### src/rtl/ips_pkg.sv
// ----------------------------------------------------------------------------
// ips_pkg
// Shared types for the interval priority sweep: transaction payloads,
// controller state codes and the controller-to-datapath command group.
// ----------------------------------------------------------------------------
package ips_pkg;

  localparam int TIME_W = 64;
  localparam int TYPE_W = 4;
  // Highest number of types a 4-bit type field can reach
  localparam int TYPE_CODES = 1 << TYPE_W;

  typedef struct packed {
    logic [TIME_W-1:0] boundary_time;
    logic [TYPE_W-1:0] boundary_type;
    logic              start_flag;
    logic              last_boundary;
  } in_item_t;

  typedef struct packed {
    logic [TYPE_W-1:0] segment_type;
    logic [TIME_W-1:0] segment_begin;
    logic [TIME_W-1:0] segment_end;
    logic              last_segment;
  } out_item_t;

  // EMPTY: no boundary of the current set seen yet; OPEN: previous time held
  typedef enum logic [1:0] {
    ST_EMPTY = 2'b01,
    ST_OPEN  = 2'b10
  } ctrl_state_t;

  typedef struct packed {
    logic apply;     // apply start/end to counts, keep boundary time
    logic clear;     // drop all counts at the end of a set
    logic load_out;  // capture a segment into the output register
  } dp_cmd_t;

endpackage

### src/rtl/ips_ctrl.sv
// ----------------------------------------------------------------------------
// ips_ctrl
// Controller: tracks whether a set is open, owns the output valid flag and
// the input stall, and issues commands to the datapath.
// ----------------------------------------------------------------------------
module ips_ctrl (
  input  logic            clk,
  input  logic            rst_n,
  input  logic            in_valid,
  input  logic            in_last,
  output logic            in_stall,
  output logic            out_valid,
  input  logic            out_stall,
  output ips_pkg::dp_cmd_t cmd
);

  ips_pkg::ctrl_state_t state_r, state_nxt;
  logic                 out_valid_r, out_valid_nxt;
  logic                 accept;
  logic                 emit;

  // Hold the input only while a finished segment is still waiting
  assign in_stall  = out_valid_r & out_stall;
  assign accept    = in_valid & ~in_stall;
  assign emit      = accept & (state_r == ips_pkg::ST_OPEN);
  assign out_valid = out_valid_r;

  assign cmd.apply    = accept & ~in_last;
  assign cmd.clear    = accept & in_last;
  assign cmd.load_out = emit;

  always_comb begin
    state_nxt = state_r;
    case (state_r)
      ips_pkg::ST_EMPTY: begin
        if (accept && !in_last) begin
          state_nxt = ips_pkg::ST_OPEN;
        end
      end
      ips_pkg::ST_OPEN: begin
        if (accept && in_last) begin
          state_nxt = ips_pkg::ST_EMPTY;
        end
      end
      default: state_nxt = ips_pkg::ST_EMPTY;
    endcase
  end

  always_comb begin
    if (emit) begin
      out_valid_nxt = 1'b1;
    end else if (out_stall) begin
      out_valid_nxt = out_valid_r;
    end else begin
      out_valid_nxt = 1'b0;
    end
  end

  always_ff @(posedge clk) begin
    if (!rst_n) begin
      state_r     <= ips_pkg::ST_EMPTY;
      out_valid_r <= 1'b0;
    end else begin
      state_r     <= state_nxt;
      out_valid_r <= out_valid_nxt;
    end
  end

endmodule

### src/rtl/ips_datapath.sv
// ----------------------------------------------------------------------------
// ips_datapath
// Datapath: per-type open counters with nonzero flags, a priority encoder
// over the flags, the previous boundary time and the output register.
// ----------------------------------------------------------------------------
module ips_datapath #(
  parameter int NUM_TYPES   = 14,
  parameter int COUNT_WIDTH = 16
) (
  input  logic               clk,
  input  logic               rst_n,
  input  ips_pkg::in_item_t  in_data,
  input  ips_pkg::dp_cmd_t   cmd,
  output ips_pkg::out_item_t out_data
);

  // Types above the 4-bit field range can never be touched
  localparam int NUM_LIVE = (NUM_TYPES < ips_pkg::TYPE_CODES) ? NUM_TYPES
                                                              : ips_pkg::TYPE_CODES;
  localparam int IDX_W = $clog2(NUM_LIVE);
  localparam logic [ips_pkg::TYPE_W:0] LIVE_LIM = (ips_pkg::TYPE_W + 1)'(NUM_LIVE);

  logic [COUNT_WIDTH-1:0]       count_r   [NUM_LIVE];
  logic [COUNT_WIDTH-1:0]       count_nxt [NUM_LIVE];
  logic [NUM_LIVE-1:0]          nz_r, nz_nxt;
  logic [ips_pkg::TIME_W-1:0]   prev_time_r;
  logic [ips_pkg::TYPE_W-1:0]   prio;
  logic                         in_range;
  logic [IDX_W-1:0]             idx;
  ips_pkg::out_item_t           out_r;

  assign in_range = {1'b0, in_data.boundary_type} < LIVE_LIM;
  assign idx      = in_data.boundary_type[IDX_W-1:0];

  always_comb begin
    for (int i = 0; i < NUM_LIVE; i++) begin
      count_nxt[i] = count_r[i];
      if (cmd.clear) begin
        count_nxt[i] = '0;
      end else if (cmd.apply && in_range && (idx == IDX_W'(i))) begin
        if (in_data.start_flag) begin
          // saturate at all ones
          if (!(&count_r[i])) begin
            count_nxt[i] = count_r[i] + COUNT_WIDTH'(1);
          end
        end else if (nz_r[i]) begin
          count_nxt[i] = count_r[i] - COUNT_WIDTH'(1);
        end
      end
      nz_nxt[i] = |count_nxt[i];
    end
  end

  // Highest type with a positive count, 0 when none
  always_comb begin
    prio = '0;
    for (int i = 0; i < NUM_LIVE; i++) begin
      if (nz_r[i]) begin
        prio = ips_pkg::TYPE_W'(i);
      end
    end
  end

  always_ff @(posedge clk) begin
    if (!rst_n) begin
      for (int i = 0; i < NUM_LIVE; i++) begin
        count_r[i] <= '0;
      end
      nz_r <= '0;
    end else begin
      count_r <= count_nxt;
      nz_r    <= nz_nxt;
    end
  end

  always_ff @(posedge clk) begin
    if (cmd.apply) begin
      prev_time_r <= in_data.boundary_time;
    end
    if (cmd.load_out) begin
      out_r.segment_type  <= prio;
      out_r.segment_begin <= prev_time_r;
      // clamp a backward time step to an empty segment
      out_r.segment_end   <= (in_data.boundary_time < prev_time_r) ? prev_time_r
                                                                   : in_data.boundary_time;
      out_r.last_segment  <= in_data.last_boundary;
    end
  end

  assign out_data = out_r;

endmodule

### src/rtl/interval_priority_sweep.sv
// ----------------------------------------------------------------------------
// interval_priority_sweep
// Sweep over time-sorted interval boundaries; emits labelled segments.
// ----------------------------------------------------------------------------
// Usage:
//   in_*  : one boundary per transaction (time, type, start/end, last flag).
//   out_* : one segment per boundary after the first of a set, labelled with
//           the highest type open after the previous boundary (0 if none).
//   A transaction moves on a rising edge with valid high and stall low.
// Latency: the segment a boundary causes is registered and appears in the output
//   register in the cycle after that boundary is taken.
// Throughput: one boundary per cycle while in_stall is low; the open counters are
//   updated for each accepted boundary and the priority encoder reads the registered nonzero flags.
// A boundary flagged last emits its segment (if its set is open) and clears all counts; the next
//   boundary starts a new set and emits nothing.
// Reset (rst_n low, synchronous) clears the counters, the set state and the
//   output valid flag.
// When out_stall holds a pending segment, in_stall rises and the segment
//   stays put until it is taken; with the output register empty the input
//   is never stalled.
// ----------------------------------------------------------------------------
module interval_priority_sweep #(
  parameter int NUM_TYPES   = 14,
  parameter int COUNT_WIDTH = 16
) (
  input  logic               clk,
  input  logic               rst_n,
  input  logic               in_valid,
  output logic               in_stall,
  input  ips_pkg::in_item_t  in_data,
  output logic               out_valid,
  input  logic               out_stall,
  output ips_pkg::out_item_t out_data
);

  ips_pkg::dp_cmd_t cmd;

  ips_ctrl u_ctrl (
    .clk       (clk),
    .rst_n     (rst_n),
    .in_valid  (in_valid),
    .in_last   (in_data.last_boundary),
    .in_stall  (in_stall),
    .out_valid (out_valid),
    .out_stall (out_stall),
    .cmd       (cmd)
  );

  ips_datapath #(
    .NUM_TYPES   (NUM_TYPES),
    .COUNT_WIDTH (COUNT_WIDTH)
  ) u_datapath (
    .clk      (clk),
    .rst_n    (rst_n),
    .in_data  (in_data),
    .cmd      (cmd),
    .out_data (out_data)
  );

endmodule

### config.mk
export PLATFORM = sky130hd
export DESIGN_NAME = interval_priority_sweep
export DESIGN_NICKNAME = d
export VERILOG_FILES = /design/src/rtl/ips_pkg.sv /design/src/rtl/ips_ctrl.sv /design/src/rtl/ips_datapath.sv /design/src/rtl/interval_priority_sweep.sv
export SDC_FILE = /design/constraint.sdc
export NUM_CORES = 1
export LEC_CHECK = 0
export ABC_AREA = 1
export BUFFER_PORTS_ARGS = -buffer_cell sky130_fd_sc_hd__buf_2
export CAP_MARGIN = 15
export CORE_MARGIN = 8
export CORE_UTILIZATION = 50
export CTS_BUF_LIST = sky130_fd_sc_hd__clkbuf_4 sky130_fd_sc_hd__clkbuf_8
export CTS_CLUSTER_DIAMETER = 40
export DETAILED_ROUTE_END_ITERATION = 10
export PLACE_DENSITY = 0.68
export SLEW_MARGIN = 20
export SYNTH_ARGS = -nofsm -noshare
export SYNTH_HDL_FRONTEND = slang
export SYNTH_SLANG_ARGS = --single-unit
### constraint.sdc
create_clock -name clk -period 9.7 [get_ports clk]
set_input_delay 0.97 -clock clk [delete_from_list [all_inputs] [get_ports clk]]
set_output_delay 0.97 -clock clk [all_outputs]
set_load 0.01 [all_outputs]
==> flow_summary.yaml, run 1 <==
status:
  status: "finished clean"
worst_setup_path:
  end_kind: "flip-flop"
  arrival_ns: 3.84
  path_cells: "buf_2 > nand2_2 > inv_2 > nor2_1 > inv_1 > nor2_4 > buf_4 > inv_6 > buf_4 > nand3_1 > nand2_1 > nor2_1 > nand2_1 > nor2_1 > nor2_1"
  worst_setup_path_start_kind: "input pin"
  required_ns: 10.32
  cpMostUsedCell: "nor2_1"
  cp_max_fo: 84
  crit_type: "in -> reg"
  critPathMaxStageDelay_ns: 0.95
  worst_path_max_delay_cell: "buf_4"
  r2r_slack_ns: 6.51
drt:
  ant_nets: 0
  firstDrtPassIters: 5
  vias: 29100
  vias_per_cell: 5.25
  drc: 0
  post_drt_wl_per_cell_um: 14.5
  initialDrtViolationCount: 2133
  wirelength_um: 80200
sta:
  hold_ws_ns: 0.472
  timing.setup.tns_ns: 0
  tightest_slew_ns: 1.09
  finalCritPeriodShare: 0.332
  fin_worst_skew_ns: 0.0296
  fin_crit_ns: 3.22
  rsz0062_at_grt: "no"
  maxSlewViolCount: 0
  relSlewSlack: 0.273
  hold_viol: 0
  max_freq_mhz: 311
  finalSetupViolations: 0
placement:
  dp_hpwl_um: 55800
  placement.io_buffers: 208
  dpl_cell_area_um2: 30600
  routabilityCongestion: 0.914
synth:
  synthArstFlopShare: 0
  synthCells: 4541
  synth_largest_area_cell: "edfxtp_1"
  synth_seq_cells: 421
  synth_edf_count: 197
  synth_ff_type: "dfxtp_1"
  synth_most_common_cell: "nand2_1"
  seq_area_frac_synth: 0.356
  synth_area_um2: 29300
  yosys_warnings: 0
  synthTopCellsByArea: "edfxtp_1 (20%), nand2_1 (19%), dfxtp_1 (15%)"
  synth_common_cells: "nand2_1 (1497), nor2_1 (684), nand3_1 (614), inv_1 (408), dfxtp_1 (224)"
  syn_nets: 4704
  yosysTopAreaCellShare: 0.202
  syn-mean-instance-area_um2: 6.44
  ys_types: 46
cells_and_area:
  nets: 4855
  final_util: 0.567
  final_layout_size_suffix_gt1_frac: 0.105
  nFillCells: 5706
  syn_to_final_growth_pct: 12.0
  fin_area_um2: 32800
clock_network:
  cts_hold_buf: 0
  htreeDepth: 3
  numClockSinks: 421
  clk_latency_ns: 0.68
  clk_pin_slew_ns: 0.06
  cts_root_buffer: "clkbuf_8"
  clk_path_buf_depth: 3
  cts_buffers: 90
  cts_resized: 0
  cts_setup_buffers: 0
  tritoncts: "built"
floorplan:
  die_height_um: 258
  rows: 88
  fp.dieW_um: 258
  core-area_um2: 57800
  io_pins: 209
  start_util: 0.506
  dieArea_um2: 66500
min_path:
  min_path_type: "reg -> reg"
global_routing:
  grt_pass1_wl_um: 132000
  grt_antenna_before_repair: 1
  grt_max_degree: 91
  grt_pass1_vias: 26700
  gr-total-overflow: 0
  track_usage: 0.231
power_and_ir_drop:
  power.leakage_uw: 0.0154
  peakVddDrop_uv: 119
  power_density_nw_per_um2: 142
flow_run:
  cap_viol_max_count: 0
[cell usage in the layout, fill, tap and decap left out, drive strengths merged, types with 9 or more instances in the layout]
cell	Yosys	layout
clkinv	4	24
nor3	46	46
xor2	64	64
o211ai	9	9
buf	122	224
bufinv	0	12
clkbuf	43	124
nand4	124	124
o31ai	11	11
nand2	1513	1513
dfxtp	224	224
xnor2	15	15
edfxtp	197	197
ha	89	89
a21oi	133	133
nand3	621	621
inv	428	435
o21ai	123	123
nor2	734	734
[per-layer routing]
layer | part of all wire | GRT usage | wire length (µm)
met1 | 0.46 | 0.308 | 37000
met2 | 0.46 | 0.389 | 36800
met3 | 0.065 | 0.0335 | 5210
met4 | 0.015 | 0.0637 | 1240
met5 | 0 | 0 | 0
[layout make-up]
class	instances	area (µm²)	share of cell area
Clock buffer	124	1580	0.0483
Tap cell	765	957	0.0292
Sequential cell	421	10400	0.318
Clock inverter	44	576	0.0176
Antenna cell	3	7.51	0.000229
Timing Repair Buffer	224	1170	0.0356
Multi-Input combinational cell	3523	16400	0.502
Inverter	432	1640	0.0500
[state kept, by name, indices dropped and copies added (netlist names)]
signal,count
u_datapath.count_r,208
u_datapath.out_data,133
u_datapath.prev_time_r,64
u_datapath.nz_r,13
u_ctrl.state_r,2
u_ctrl.out_valid,1
[power by group]
| group | internal [µW] | switching, µW |
|---|---|---|
| clock network | 1390 | 861 |
| logic | 143 | 314 |
| registers | 1900 | 29.1 |
[stage by stage]
| stage | std cells | setup WS [ns] | total power, µW |
|---|---|---|---|
| 6_report | 5536 | 6.48 | 4640 |
| 5_1_grt | 5534 | 6.11 | 4850 |
| 4_1_cts | 5533 | 6.46 | 4700 |
| 3_5_place_dp | 5365 | 5.82 | 2420 |
| 3_3_place_gp | 5365 | 5.86 | 2420 |
| 2_1_floorplan | 4541 | 2.22 | 2290 |
[cells by family after synthesis]
| group | Yosys count | share of synthesized area |
|---|---|---|
| AOI/OAI and AO/OA | 299 | 0.0551 |
| xor gates and xnor gates | 79 | 0.0237 |
| adders and majority gates | 89 | 0.0381 |
| buffers and inverters | 597 | 0.0838 |
| DFF | 421 | 0.356 |
| and+or+nand+nor | 3056 | 0.444 |
[worst max-delay path, delay by kind of cell]
family,cells,cell delay (ns)
buffers and inverters,6,1.96
AND/OR/NAND/NOR,9,0.78
[path summary, 6_finish.rpt]
| check | cells past startpoint | start | end |
|---|---|---|---|
| worst max-delay path | 15 | out_stall | u_datapath.nz_r[4]$_SDFF_PN0_ |
| worst min-delay path | 0 | u_datapath.prev_time_r[6]$_DFFE_PP_ | u_datapath.out_data[71]$_DFFE_PP_ |
| worst max register to register | 11 | u_datapath.prev_time_r[63]$_DFFE_PP_ | u_datapath.out_data[42]$_DFFE_PP_ |
| worst min register to register | 0 | u_datapath.prev_time_r[6]$_DFFE_PP_ | u_datapath.out_data[71]$_DFFE_PP_ |
No activity file was read; power rests on OpenSTA's default activity.
==> run 2, diff against run 1 <==
==> constraint.sdc (replaced) <==
create_clock -name clk -period 3.1 [get_ports clk]
set_input_delay 0.31 -clock clk [delete_from_list [all_inputs] [get_ports clk]]
set_output_delay 0.31 -clock clk [all_outputs]
set_load 0.01 [all_outputs]
==> run 2 against run 1 <==
Against the previous run:
- non-clock buffer count increased by 104
- clock-buffer cell count is 6 lower
- critical endpoint is now u_datapath.out_data[27]$_DFFE_PP_
- cell area grew 2.6%
- largest power group unchanged
==> flow_summary.yaml, run 2 (same netlist as run 1, synthesis figures left out) <==
status:
  status: "finished clean"
drt:
  dr_wl_met3_um: 5090
  ant_nets: 0
  initialDrtViolationCount: 1877
  wl_met1_um: 36300
  vias_per_cell: 5.26
  dr_wl_met2_um: 37300
  vias: 29600
  top_layer: "met5"
  post_drt_wl_per_cell_um: 14.4
  drc: 0
  wirelength_um: 80800
  firstDrtPassIters: 5
power_and_ir_drop:
  p_comb_frac: 0.111
  seq_power_share: 0.431
  power.leakage_uw: 0.0158
  power_uw: 14000
  power_density_nw_per_um2: 418
  p_clk_frac: 0.458
  swShare: 0.268
  p_switching_uw: 3760
  peakVddDrop_uv: 372
  intPower_uw: 10300
sta:
  maxSlewViolCount: 0
  finalSetupViolations: 0
  timing.setup.tns_ns: 0
  tightest_slew_ns: 0.912
  rsz0062_at_grt: "no"
  max_freq_mhz: 393
  fin_crit_ns: 2.55
  hold_viol: 0
  finalCritPeriodShare: 0.822
  fin_worst_skew_ns: 0.0421
  relSlewSlack: 0.392
worst_setup_path:
  path_cells: "inv_1 > ha_1 > nand2_1 > nor3_1 > nand2_1 > o21ai_0 > nor2_4 > nand2_2 > buf_12 > nand2_1 > nand2_1"
  required_ns: 3.66
  arrival_ns: 3.11
  cp_max_fo: 54
  cpMostUsedCell: "nand2_1"
  r2r_cells: 11
  path_buf_inv: 2
  r2r_end: "u_datapath.out_data[27]$_DFFE_PP_"
  worst_setup_path_start_kind: "flip-flop"
  critPathMaxStageDelay_ns: 0.38
  worst_path_max_delay_cell: "edfxtp_1"
  end_kind: "flip-flop"
  crit_type: "reg -> reg"
  cp_top_family: "simple AND/OR/NAND/NOR gates"
  r2r_slack_ns: 0.55
  r2r_start: "u_datapath.prev_time_r[55]$_DFFE_PP_"
floorplan:
  die_height_um: 258
  start_util: 0.506
  dieArea_um2: 66500
  fp.dieW_um: 258
  io_pins: 209
  core-area_um2: 57800
  rows: 88
clock_network:
  cts_resized: 0
  clk_latency_ns: 0.72
  numClockSinks: 421
  cts_root_buffer: "clkbuf_8"
  cts_buffers: 84
  tritoncts: "built"
  clk_path_buf_depth: 3
  htreeDepth: 3
  clk_pin_slew_ns: 0.06
cells_and_area:
  mostFrequentLayoutCell: "nand2_1"
  most-common-layout-cells: "nand2_1 (1495), nor2_1 (682), nand3_1 (614), inv_1 (406), dfxtp_1 (224)"
  syn_to_final_growth_pct: 14.9
  largest_reg_flops: 208
  final_layout_size_suffix_gt1_frac: 0.107
  nets: 4953
  top_register: "u_datapath.count_r"
min_path:
  hp-start: "in_valid"
  min_path_type: "in -> reg"
  hold_end: "u_ctrl.state_r[0]$_SDFFE_PN1P_"
  hold_depth: 4
placement:
  placement.io_buffers: 208
  routabilityCongestion: 0.903
  dp_hpwl_um: 57300
global_routing:
  gr-total-overflow: 0
  grt_pass1_vias: 27500
  grt_max_degree: 98
  track_usage: 0.235
  grt_pass1_wl_um: 134000
  grt_antenna_before_repair: 5
flow_run:
  cap_viol_max_count: 0
[run 2: worst max path at each step]
stage / cells past startpoint / endpoint / from / slack [ns]
floorplan: 5 / u_datapath.out_data[0]$_DFFE_PP_ / u_ctrl.out_valid$_SDFFE_PN0P_ / 0.07
global placement: 15 / u_datapath.nz_r[7]$_SDFF_PN0_ / in_data[0] / 0.60
detailed placement: 11 / u_datapath.out_data[42]$_DFFE_PP_ / in_data[69] / 0.56
CTS: 11 / u_datapath.out_data[27]$_DFFE_PP_ / u_datapath.prev_time_r[53]$_DFFE_PP_ / 0.56
global route: 13 / u_datapath.out_data[38]$_DFFE_PP_ / u_datapath.prev_time_r[49]$_DFFE_PP_ / 0.37
finish: 11 / u_datapath.out_data[27]$_DFFE_PP_ / u_datapath.prev_time_r[55]$_DFFE_PP_ / 0.55
[run 2: worst register-to-register path, cell delays in order, from the launching register on]
cell      delay, ns
edfxtp_1       0.38
inv_1          0.07
ha_1           0.29
nand2_1        0.09
nor3_1         0.33
nand2_1        0.16
o21ai_0        0.34
nor2_4         0.14
nand2_2        0.14
buf_12         0.27
nand2_1        0.11
nand2_1        0.08
[run 2: area by class of cell]
class	count	area (µm²)
Antenna cell	4	10.0
Multi-Input combinational cell	3523	16400
Clock buffer	118	1490
Sequential cell	421	10400
Fill cell	5591	24200
Tap cell	765	957
Clock inverter	35	440
Inverter	432	1640
Timing Repair Buffer	328	2240
[run 2: metal layers]
layer / vias up / global-route usage
met5: - / 0
met4: 2 / 0.0747
met3: 136 / 0.0435
met2: 820 / 0.394
met1: 13400 / 0.306
li1: 15300 / -
[run 2: repair_timing]
item,in CTS,in global routing
hold buffers,67,0
setup buffers,0,0
endpoints found under the hold margin,132,0
[run 2: through the flow]
stage / std cells / worst slack (ns) / util / cell area [µm²] / hold WS, ns
after global placement: 5402 / 0.595 / 0.536 / 31000 / 0.464
after floorplan: 4541 / 0.0663 / - / 29300 / 0.409
after CTS: 5622 / 0.558 / 0.581 / 33600 / 0.126
after global routing: 5624 / 0.365 / 0.581 / 33600 / 0.152
final: 5626 / 0.552 / 0.581 / 33600 / 0.174
after detailed placement: 5402 / 0.560 / 0.536 / 31000 / 0.464
[run 2: power groups by stage]
stage,combinational [µW],clock [µW],sequential (µW)
finish,1550,6430,6050
global route,1770,6850,6060
CTS,1560,6600,6050
detailed placement,1480,0,6160
global placement,1460,0,6160
floorplan,1030,0,6140
